===== src/rtl/fbfl_pkg.sv =====
// ----------------------------------------------------------------------------
// fbfl_pkg: shared types and constants of the block pool allocator
// Field widths, action and status codes, register indexes and config helpers.
// ----------------------------------------------------------------------------
package fbfl_pkg;

  localparam int MAX_BLOCKS = 256;
  localparam int ADDR_W     = 32;
  localparam int IDX_W      = $clog2(MAX_BLOCKS);
  localparam int CNT_W      = $clog2(MAX_BLOCKS + 1);
  localparam int LOG2_W     = 5;
  localparam int LOG2_MIN   = 3;
  localparam int LOG2_MAX   = 16;
  localparam int SPAN_W     = CNT_W + LOG2_MAX;
  localparam int CMP_W      = (ADDR_W > SPAN_W) ? ADDR_W : SPAN_W;

  localparam int PDATA_W    = 32;
  localparam int PADDR_W    = 4;
  localparam int REG_IDX_W  = 2;

  localparam logic [CNT_W-1:0] NULL_LINK = CNT_W'(MAX_BLOCKS);

  localparam logic [1:0] ACT_ALLOC    = 2'd0;
  localparam logic [1:0] ACT_FREE     = 2'd1;
  localparam logic [1:0] ACT_CONTAINS = 2'd2;
  localparam logic [1:0] ACT_INIT     = 2'd3;

  localparam logic [1:0] ST_OK     = 2'd0;
  localparam logic [1:0] ST_EMPTY  = 2'd1;
  localparam logic [1:0] ST_REJECT = 2'd2;

  localparam logic [REG_IDX_W-1:0] REG_BASE  = 2'd0;
  localparam logic [REG_IDX_W-1:0] REG_LOG2  = 2'd1;
  localparam logic [REG_IDX_W-1:0] REG_COUNT = 2'd2;

  typedef struct packed {
    logic [1:0]        action;
    logic [ADDR_W-1:0] address;
  } req_t;

  typedef struct packed {
    logic [1:0]        status;
    logic [ADDR_W-1:0] block_address;
    logic              in_pool;
    logic [CNT_W-1:0]  free_blocks_now;
  } rsp_t;

  typedef struct packed {
    logic [ADDR_W-1:0] base_address;
    logic [LOG2_W-1:0] block_size_log2;
    logic [CNT_W-1:0]  pool_blocks;
  } cfg_t;

  typedef struct packed {
    logic             pop;
    logic             push;
    logic             init;
    logic [IDX_W-1:0] push_idx;
    logic [CNT_W-1:0] count;
  } stk_cmd_t;

  typedef struct packed {
    logic             pop_ok;
    logic [IDX_W-1:0] pop_idx;
    logic [CNT_W-1:0] free_now;
  } stk_rsp_t;

  function automatic logic [LOG2_W-1:0] eff_log2(input logic [LOG2_W-1:0] v);
    logic [LOG2_W-1:0] r;
    r = v;
    if (v < LOG2_W'(LOG2_MIN)) r = LOG2_W'(LOG2_MIN);
    else if (v > LOG2_W'(LOG2_MAX)) r = LOG2_W'(LOG2_MAX);
    return r;
  endfunction

  function automatic logic [CNT_W-1:0] eff_count(input logic [CNT_W-1:0] v);
    logic [CNT_W-1:0] r;
    r = (v > CNT_W'(MAX_BLOCKS)) ? CNT_W'(MAX_BLOCKS) : v;
    return r;
  endfunction

endpackage


===== src/rtl/fbfl_ram.sv =====
// ----------------------------------------------------------------------------
// fbfl_ram: generic single-port-write, single-port-read RAM
// One write and one read per cycle; read data is registered.
// ----------------------------------------------------------------------------
module fbfl_ram #(
  parameter int WIDTH = 8,
  parameter int DEPTH = 16
) (
  input  logic                     clk,
  input  logic                     we,
  input  logic [$clog2(DEPTH)-1:0] waddr,
  input  logic [WIDTH-1:0]         wdata,
  input  logic [$clog2(DEPTH)-1:0] raddr,
  output logic [WIDTH-1:0]         rdata
);

  logic [WIDTH-1:0] mem [DEPTH];

  always_ff @(posedge clk) begin
    if (we) begin
      mem[waddr] <= wdata;
    end
    rdata <= mem[raddr];
  end

endmodule


===== src/rtl/fbfl_addr.sv =====
// ----------------------------------------------------------------------------
// fbfl_addr: address arithmetic of the pool
// Tests an address against the pool span, maps it to its block index, and
// forms the byte address of an allocated block.
// ----------------------------------------------------------------------------
module fbfl_addr (
  input  fbfl_pkg::cfg_t                    cfg,
  input  logic [fbfl_pkg::ADDR_W-1:0]       address,
  input  logic [fbfl_pkg::IDX_W-1:0]        pop_idx,
  output logic                              hit,
  output logic [fbfl_pkg::IDX_W-1:0]        blk_idx,
  output logic [fbfl_pkg::ADDR_W-1:0]       blk_addr
);

  logic [fbfl_pkg::LOG2_W-1:0] sh;
  logic [fbfl_pkg::CNT_W-1:0]  cnt;
  logic [fbfl_pkg::SPAN_W-1:0] limit;
  logic [fbfl_pkg::ADDR_W-1:0] off;
  logic [fbfl_pkg::ADDR_W-1:0] off_blk;

  assign sh      = fbfl_pkg::eff_log2(cfg.block_size_log2);
  assign cnt     = fbfl_pkg::eff_count(cfg.pool_blocks);
  assign limit   = fbfl_pkg::SPAN_W'(cnt) << sh;
  assign off     = address - cfg.base_address;
  assign off_blk = off >> sh;
  assign blk_idx = off_blk[fbfl_pkg::IDX_W-1:0];

  // The span is compared unwrapped, so a pool running past the top of the
  // address space simply ends there.
  assign hit = (address != '0) && (address >= cfg.base_address) &&
               (fbfl_pkg::CMP_W'(off) < fbfl_pkg::CMP_W'(limit));

  assign blk_addr = cfg.base_address + (fbfl_pkg::ADDR_W'(pop_idx) << sh);

endmodule


===== src/rtl/fbfl_stack.sv =====
// ----------------------------------------------------------------------------
// fbfl_stack: free-list state of the pool
// Linked stack of freed blocks in RAM plus a mark for never-used blocks.
// The RAM is always read at the next head, so the link is ready next cycle.
// ----------------------------------------------------------------------------
module fbfl_stack (
  input  logic                clk,
  input  logic                rst,
  input  fbfl_pkg::stk_cmd_t  cmd,
  output fbfl_pkg::stk_rsp_t  rsp
);

  logic [fbfl_pkg::CNT_W-1:0] head;
  logic [fbfl_pkg::CNT_W-1:0] head_next;
  logic [fbfl_pkg::CNT_W-1:0] mark;
  logic [fbfl_pkg::CNT_W-1:0] mark_next;
  logic [fbfl_pkg::CNT_W-1:0] free_cnt;
  logic [fbfl_pkg::CNT_W-1:0] free_next;
  logic                       fwd_hit;
  logic [fbfl_pkg::CNT_W-1:0] fwd_data;
  logic [fbfl_pkg::CNT_W-1:0] rdata;
  logic [fbfl_pkg::CNT_W-1:0] link_q;
  logic                       we;
  logic                       pop_ok;
  logic [fbfl_pkg::IDX_W-1:0] pop_idx;

  // A push writes the entry that becomes the head, which is also the entry
  // read in that cycle, so the written link is forwarded to the next cycle.
  assign link_q = fwd_hit ? fwd_data : rdata;

  always_comb begin
    head_next = head;
    mark_next = mark;
    free_next = free_cnt;
    we        = 1'b0;
    pop_ok    = 1'b0;
    pop_idx   = head[fbfl_pkg::IDX_W-1:0];
    if (cmd.init) begin
      head_next = fbfl_pkg::NULL_LINK;
      mark_next = '0;
      free_next = cmd.count;
    end else if (cmd.pop) begin
      if (head != fbfl_pkg::NULL_LINK) begin
        pop_ok    = 1'b1;
        head_next = link_q;
      end else if (mark < cmd.count) begin
        pop_ok    = 1'b1;
        pop_idx   = mark[fbfl_pkg::IDX_W-1:0];
        mark_next = mark + 1'b1;
      end
      if (pop_ok && (free_cnt != '0)) begin
        free_next = free_cnt - 1'b1;
      end
    end else if (cmd.push) begin
      we        = 1'b1;
      head_next = fbfl_pkg::CNT_W'(cmd.push_idx);
      if (free_cnt < fbfl_pkg::CNT_W'(fbfl_pkg::MAX_BLOCKS)) begin
        free_next = free_cnt + 1'b1;
      end
    end
  end

  always_ff @(posedge clk) begin
    if (rst) begin
      head     <= fbfl_pkg::NULL_LINK;
      mark     <= '0;
      free_cnt <= fbfl_pkg::CNT_W'(fbfl_pkg::MAX_BLOCKS);
      fwd_hit  <= 1'b0;
    end else begin
      head     <= head_next;
      mark     <= mark_next;
      free_cnt <= free_next;
      fwd_hit  <= we;
    end
    fwd_data <= head;
  end

  fbfl_ram #(
    .WIDTH (fbfl_pkg::CNT_W),
    .DEPTH (fbfl_pkg::MAX_BLOCKS)
  ) u_link_ram (
    .clk   (clk),
    .we    (we),
    .waddr (cmd.push_idx),
    .wdata (head),
    .raddr (head_next[fbfl_pkg::IDX_W-1:0]),
    .rdata (rdata)
  );

  assign rsp.pop_ok   = pop_ok;
  assign rsp.pop_idx  = pop_idx;
  assign rsp.free_now = free_next;

endmodule


===== src/rtl/fixed_block_free_list_allocator_core.sv =====
// ----------------------------------------------------------------------------
// fixed_block_free_list_allocator_core: LIFO pool of fixed-size blocks
// A request passes the request register, then the result register; the request
// register stalls the input while it holds a request, so none is taken meanwhile.
// Synchronous reset: pool acts as freshly initialized with 256 blocks of 8 bytes.
// ----------------------------------------------------------------------------
module fixed_block_free_list_allocator_core (
  input  logic                           clk,
  input  logic                           rst,
  input  logic                           req_valid,
  output logic                           req_stall,
  input  fbfl_pkg::req_t                 req,
  output logic                           rsp_valid,
  input  logic                           rsp_stall,
  output fbfl_pkg::rsp_t                 rsp,
  input  logic                           psel,
  input  logic                           penable,
  input  logic                           pwrite,
  input  logic [fbfl_pkg::PADDR_W-1:0]   paddr,
  input  logic [fbfl_pkg::PDATA_W-1:0]   pwdata,
  output logic [fbfl_pkg::PDATA_W-1:0]   prdata,
  output logic                           pready
);

  fbfl_pkg::cfg_t                  cfg;
  fbfl_pkg::req_t                  pend;
  logic                            pend_valid;
  logic                            process;
  fbfl_pkg::rsp_t                  rsp_next;
  fbfl_pkg::stk_cmd_t              scmd;
  fbfl_pkg::stk_rsp_t              srsp;
  logic                            hit;
  logic [fbfl_pkg::IDX_W-1:0]      blk_idx;
  logic [fbfl_pkg::ADDR_W-1:0]     blk_addr;
  logic [fbfl_pkg::REG_IDX_W-1:0]  reg_idx;

  // Configuration registers
  assign pready  = 1'b1;
  assign reg_idx = paddr[fbfl_pkg::PADDR_W-1:2];

  always_ff @(posedge clk) begin
    if (rst) begin
      cfg.base_address    <= '0;
      cfg.block_size_log2 <= fbfl_pkg::LOG2_W'(fbfl_pkg::LOG2_MIN);
      cfg.pool_blocks     <= fbfl_pkg::CNT_W'(fbfl_pkg::MAX_BLOCKS);
    end else if (psel && penable && pwrite) begin
      unique case (reg_idx)
        fbfl_pkg::REG_BASE:  cfg.base_address    <= pwdata[fbfl_pkg::ADDR_W-1:0];
        fbfl_pkg::REG_LOG2:  cfg.block_size_log2 <= pwdata[fbfl_pkg::LOG2_W-1:0];
        fbfl_pkg::REG_COUNT: cfg.pool_blocks     <= pwdata[fbfl_pkg::CNT_W-1:0];
        default: ;
      endcase
    end
  end

  always_comb begin
    unique case (reg_idx)
      fbfl_pkg::REG_BASE:  prdata = fbfl_pkg::PDATA_W'(cfg.base_address);
      fbfl_pkg::REG_LOG2:  prdata = fbfl_pkg::PDATA_W'(cfg.block_size_log2);
      fbfl_pkg::REG_COUNT: prdata = fbfl_pkg::PDATA_W'(cfg.pool_blocks);
      default:             prdata = '0;
    endcase
  end

  // Request holding register; the request is worked on once the result
  // register can take its result.
  assign req_stall = pend_valid;
  assign process   = pend_valid && (!rsp_valid || !rsp_stall);

  always_ff @(posedge clk) begin
    if (rst) begin
      pend_valid <= 1'b0;
    end else if (req_valid && !req_stall) begin
      pend_valid <= 1'b1;
    end else if (process) begin
      pend_valid <= 1'b0;
    end
    if (req_valid && !req_stall) begin
      pend <= req;
    end
  end

  fbfl_addr u_addr (
    .cfg      (cfg),
    .address  (pend.address),
    .pop_idx  (srsp.pop_idx),
    .hit      (hit),
    .blk_idx  (blk_idx),
    .blk_addr (blk_addr)
  );

  assign scmd.pop      = process && (pend.action == fbfl_pkg::ACT_ALLOC);
  assign scmd.push     = process && (pend.action == fbfl_pkg::ACT_FREE) && hit;
  assign scmd.init     = process && (pend.action == fbfl_pkg::ACT_INIT);
  assign scmd.push_idx = blk_idx;
  assign scmd.count    = fbfl_pkg::eff_count(cfg.pool_blocks);

  fbfl_stack u_stack (
    .clk (clk),
    .rst (rst),
    .cmd (scmd),
    .rsp (srsp)
  );

  always_comb begin
    rsp_next.status          = fbfl_pkg::ST_OK;
    rsp_next.block_address   = '0;
    rsp_next.in_pool         = 1'b0;
    rsp_next.free_blocks_now = srsp.free_now;
    unique case (pend.action)
      fbfl_pkg::ACT_ALLOC: begin
        if (srsp.pop_ok) begin
          rsp_next.block_address = blk_addr;
        end else begin
          rsp_next.status = fbfl_pkg::ST_EMPTY;
        end
      end
      fbfl_pkg::ACT_FREE: begin
        if (!hit) begin
          rsp_next.status = fbfl_pkg::ST_REJECT;
        end
      end
      fbfl_pkg::ACT_CONTAINS: begin
        rsp_next.in_pool = hit;
      end
      fbfl_pkg::ACT_INIT: ;
      default: ;
    endcase
  end

  // Result register
  always_ff @(posedge clk) begin
    if (rst) begin
      rsp_valid <= 1'b0;
    end else if (process) begin
      rsp_valid <= 1'b1;
    end else if (!rsp_stall) begin
      rsp_valid <= 1'b0;
    end
    if (process) begin
      rsp <= rsp_next;
    end
  end

`ifndef SYNTHESIS
  a_result_follows: assert property (@(posedge clk) disable iff (rst)
    process |=> rsp_valid)
    else $error("worked request did not produce a result beat");

  a_empty_null: assert property (@(posedge clk) disable iff (rst)
    (rsp_valid && (rsp.status == fbfl_pkg::ST_EMPTY)) |-> (rsp.block_address == '0))
    else $error("failed alloc returned a nonzero block address");

  a_count_bound: assert property (@(posedge clk) disable iff (rst)
    rsp_valid |-> (rsp.free_blocks_now <= fbfl_pkg::CNT_W'(fbfl_pkg::MAX_BLOCKS)))
    else $error("free block count above pool capacity");

  a_push_in_range: assert property (@(posedge clk) disable iff (rst)
    scmd.push |-> (pend.address != '0))
    else $error("null address pushed onto the free list");
`endif

endmodule

===== config.mk =====
export PLATFORM = sky130hd
export DESIGN_NAME = fixed_block_free_list_allocator_core
export DESIGN_NICKNAME = d
export VERILOG_FILES = /design/src/rtl/fbfl_pkg.sv /design/src/rtl/fbfl_ram.sv /design/src/rtl/fbfl_addr.sv /design/src/rtl/fbfl_stack.sv /design/src/rtl/fixed_block_free_list_allocator_core.sv
export SDC_FILE = /design/constraint.sdc
export NUM_CORES = 2
export LEC_CHECK = 0
export ABC_AREA = 1
export BUFFER_PORTS_ARGS = -buffer_cell sky130_fd_sc_hd__buf_2
export CORE_MARGIN = 5
export CORE_UTILIZATION = 46
export DETAILED_ROUTE_END_ITERATION = 12
export GPL_TIMING_DRIVEN = 0
export HOLD_SLACK_MARGIN = 0.02
export SETUP_SLACK_MARGIN = 0.02
export SYNTH_ARGS = -nofsm -noshare
export SYNTH_HDL_FRONTEND = slang
export SYNTH_HIERARCHICAL = 1
export SYNTH_SLANG_ARGS = --single-unit

===== constraint.sdc =====
create_clock -name clk -period 6.8 [get_ports clk]
set_input_delay 0.68 -clock clk [delete_from_list [all_inputs] [get_ports clk]]
set_output_delay 0.68 -clock clk [all_outputs]
set_load 0.005 [all_outputs]

==> results_tabular.tex <==
\begin{tabular}{lr}
\hline
Metric & Value \\
\hline
\multicolumn{2}{l}{\textbf{Run status}} \\
Run status & finished clean \\
\multicolumn{2}{l}{\textbf{Finish}} \\
Fin area & 131000 µm² \\
Final core occ & 0.5626 \\
Fraction of layout instances using a drive strength above 1 & 0.1711 \\
Final \#Nets & about 11000 \\
Synth-to-layout area growth & 21.77\% \\
\multicolumn{2}{l}{\textbf{STA}} \\
Worst-margin pin slew & 1.429 ns \\
Max-slew headroom at the worst pin & 0.04727 \\
Hold violation total from the final report & 0 \\
Final worst path period need & 6.773 ns \\
Period utilisation layout & 0.9960 \\
Count of pins over their slew limit & 0 \\
Setup violators final & 0 \\
Max frequency & approximately 150 MHz \\
Worst clock skew & just under 0.08 ns \\
RSZ-0062 raised after global routing & true \\
\multicolumn{2}{l}{\textbf{Place}} \\
HPWL after detailed placement & roughly 360000 µm \\
Number of port buffers & 152 \\
Placer congestion estimate & about 1.1 \\
Post-placement cell area & 115300 µm² \\
\multicolumn{2}{l}{\textbf{Global routing}} \\
Wire length of the first global-routing pass & 681000 µm \\
GRT Total Usage & 0.4109 \\
Gr ovfl total & 0 \\
Antenna violations before repair & 31 \\
Number of global-route vias before repair & approximately 82000 \\
Largest net degree at the start of global routing & 93 \\
\multicolumn{2}{l}{\textbf{Critical path}} \\
Crit-path max cell delay & roughly 0.57 ns \\
Slowest CP cell & sky130\_fd\_sc\_hd\_\_buf\_2 \\
Cell occurring most often along the worst timing path & sky130\_fd\_sc\_hd\_\_nand3\_1 \\
Element type at the critical path end & flop \\
Top fanout value on the critical path & 10 \\
Data arrival time of the critical path & 7.59 ns \\
Register-to-register setup slack & roughly 0.027 ns \\
Critical path class & reg -> reg \\
Worst endpoint required time & 7.62 ns \\
Setup crit start kind & flop \\
\multicolumn{2}{l}{\textbf{Synth}} \\
Async set-or-reset flop fraction in the synthesized netlist & 0 \\
Post-synthesis area per instance & between 10 and 15 µm² \\
Total standard cell area after synthesis & $\sim$110000 µm² \\
Count of distinct cell types in the synthesized netlist & $\sim$60 \\
Number of enable flip-flop cells after synthesis & 2382 \\
Post-synthesis sequential element count & 2476 \\
Dominant synthesized flop cell & sky130\_fd\_sc\_hd\_\_edfxtp\_1 \\
Ys Warns & 6 \\
Cells after Synth & 10009 \\
Sequential cell area fraction in the yosys report & 0.6826 \\
\multicolumn{2}{l}{\textbf{Route}} \\
Routed length per instance & 36.70 µm \\
Drt first pass iters & 9 \\
Vias & 90094 \\
Total wirelength of the detailed-routed design & 516900 µm \\
Number of remaining DRC errors & 0 \\
Detail Route Antenna Nets & 0 \\
DRC violation total after the first TritonRoute iteration & 16127 \\
Vias per Instance & about 6.4 \\
\multicolumn{2}{l}{\textbf{Clock network}} \\
Clk buf depth & 4 \\
CTS Root Buffer Type & sky130\_fd\_sc\_hd\_\_clkbuf\_16 \\
Total number of clock tree sinks & 2476 \\
Clock insertion delay at the later pin of the skew report & 0.96 ns \\
TritonCTS clock tree & built \\
Clock H-tree levels & 5 \\
Num CTS Buffers & 282 \\
Clock input transition at the sequential cells of the worst setup and hold paths & 0.06 ns \\
\multicolumn{2}{l}{\textbf{Power}} \\
Power density normalized to cell area & roughly 280 nW/µm² \\
Worst supply voltage drop on vdd & 0.2221 mV \\
Leakage power & roughly 48 nW \\
Overall Power & 36.23 mW \\
\multicolumn{2}{l}{\textbf{Floorplanning}} \\
Width of the die & slightly below 500 µm \\
Placeable core region & $\sim$230000 µm² \\
Cell Rows & approximately 180 \\
Die area & 243600 µm² \\
Starting Density & 0.4620 \\
Number of primary I/O pins & 156 \\
Die span in y & 493.5 µm \\
\multicolumn{2}{l}{\textbf{Job}} \\
Max-cap violations & 0 \\
\multicolumn{2}{l}{\textbf{Min path}} \\
Worst min-delay path class & in -> reg \\
\hline
\end{tabular}
[power breakdown]
part	switching, mW	internal, mW	leakage (nW)	total (mW)
combinational	3.68	1.24	21.5	4.92
sequential	0.0775	16.7	22.7	16.8
clock	6.12	8.40	4.17	14.5
[metrics by stage]
stage / worst slack [ns] / std cells / setup TNS [ns] / hold WS (ns)
after floorplan: 0.04274 / 10020 / 0 / 0.4486
after global placement: -7.643 / 13304 / -7689.77 / 0.4667
after detailed placement: -3.355 / 13439 / -4998.26 / 0.4707
after CTS: -0.08269 / 14047 / -1.770 / 0.02139
after global routing: -0.08237 / 14063 / -0.3843 / 0.06635
final: 0.02721 / 14085 / 0 / 0.05620
[kinds of logic after synthesis]
| family | share of synthesized area |
|---|---|
| buffers and inverters | 0.04098 |
| multiplexers | 0.00009308 |
| AO/OA/AOI/OAI | 0.01616 |
| adder cells (fa/ha/maj) | 0.01177 |
| AND/OR/NAND/NOR | 0.2452 |
| XOR/XNOR | 0.003095 |
| other | 0.0001047 |
| flip-flops | 0.6826 |
[layer usage]
metal  part of all wire  GRT usage  wire (µm)  up-vias
li1                   -          -          -    36413
met2               0.41     0.5816     213300     8112
met3               0.17     0.1738      85810     1869
met5            0.00085   0.004501        439        -
met4              0.080     0.2666      41310       12
met1               0.34     0.5166     176100    43688
[layout make-up]
type	count	area (µm²)
Antenna cell	24	60.06
Buffer	591	5725
Clock buffer	365	7548
Clock inverter	119	962.2
Fill cell	19482	101800
Inverter	390	1516
Multi-Input combinational cell	6563	32740
Sequential cell	2476	73480
Tap cell	3132	3919
Timing Repair Buffer	424	5001
Timing Repair inverter	1	11.26
[sequential cells by signal (all words and copies together) (netlist names)]
name	flops
u_stack/fwd_hit	1
cfg	46
rsp	44
u_stack/u_link_ram/mem	2304
rsp_valid	1
u_stack/u_link_ram/rdata	9
u_stack/free_cnt	9
u_stack/fwd_data	9
pend	34
req_stall	1
u_stack/mark	9
u_stack/head	9
[worst max-delay path: cells and delay by family (launching register included)]
| kind | cells | cell delay (ns) |
|---|---|---|
| simple gates | 18 | 2.69 |
| buf+inv | 8 | 1.81 |
| compound gates | 6 | 1.03 |
| flops | 1 | 0.39 |
| mux | 1 | 0.38 |
| fa+ha+maj | 1 | 0.31 |
[cells in the mapped netlist, drive strengths merged (8+ instances only)]
| cell | instances | area share |
|---|---|---|
| a21o | 8 | 0.00056 |
| a21oi | 110 | 0.0052 |
| a22oi | 10 | 0.00070 |
| buf | 456 | 0.023 |
| clkbuf | 135 | 0.0047 |
| dfxtp | 94 | 0.017 |
| edfxtp | 2382 | 0.67 |
| ha | 98 | 0.011 |
| inv | 383 | 0.013 |
| nand2 | 2975 | 0.10 |
| nand3 | 2435 | 0.11 |
| nand3b | 8 | 0.00067 |
| nand4 | 29 | 0.0018 |
| nor2 | 604 | 0.022 |
| nor3 | 30 | 0.0017 |
| nor4 | 16 | 0.00093 |
| o211ai | 12 | 0.00088 |
| o21ai | 124 | 0.0062 |
| o22ai | 12 | 0.00070 |
| xnor2 | 13 | 0.0011 |
| xor2 | 25 | 0.0020 |
[repair_timing]
action                                 4_1_cts  5_1_grt
setup endpoints to repair                 2316     2120
resized for setup                         1178      503
pin swaps                                   67       21
buffers inserted                            85       11
endpoints found under the hold margin       34        0
hold buffers                                34        0
gates cloned                                 5        3
[cells in the final DEF (no fill, tap or decap), types with 24 or more instances in the layout]
master                             n
sky130_fd_sc_hd__nand2_1        2956
sky130_fd_sc_hd__edfxtp_1       2382
sky130_fd_sc_hd__nand3_1        2226
sky130_fd_sc_hd__inv_1           363
sky130_fd_sc_hd__nor2_1          360
sky130_fd_sc_hd__clkbuf_16       293
sky130_fd_sc_hd__buf_2           195
sky130_fd_sc_hd__buf_4           188
sky130_fd_sc_hd__buf_6           163
sky130_fd_sc_hd__nand3_2         157
sky130_fd_sc_hd__nor2_4          152
sky130_fd_sc_hd__buf_8           129
sky130_fd_sc_hd__a21oi_1         106
sky130_fd_sc_hd__clkbuf_1        105
sky130_fd_sc_hd__nor2_2           91
sky130_fd_sc_hd__o21ai_0          86
sky130_fd_sc_hd__ha_1             85
sky130_fd_sc_hd__clkbuf_4         78
sky130_fd_sc_hd__buf_12           75
sky130_fd_sc_hd__dfxtp_1          65
sky130_fd_sc_hd__clkinv_1         58
sky130_fd_sc_hd__buf_16           54
sky130_fd_sc_hd__nand3_4          52
sky130_fd_sc_hd__clkinv_2         42
sky130_fd_sc_hd__dlygate4sd3_1    34
sky130_fd_sc_hd__clkbuf_2         32
sky130_fd_sc_hd__nand4_1          28
sky130_fd_sc_hd__xor2_1           25
sky130_fd_sc_hd__diode_2          24
sky130_fd_sc_hd__nor3_1           24
[worst paths after layout]
check / end / cells after the start / from
hold reg to reg: rsp_valid / 2 / rsp_valid
setup / recovery: u_stack/u_link_ram/rdata[6] / 34 / cfg[11]
setup reg to reg: u_stack/u_link_ram/rdata[6] / 34 / cfg[11]
hold / removal: rsp_valid / 2 / rst
Note: power is estimated with default switching activity, not from simulation.
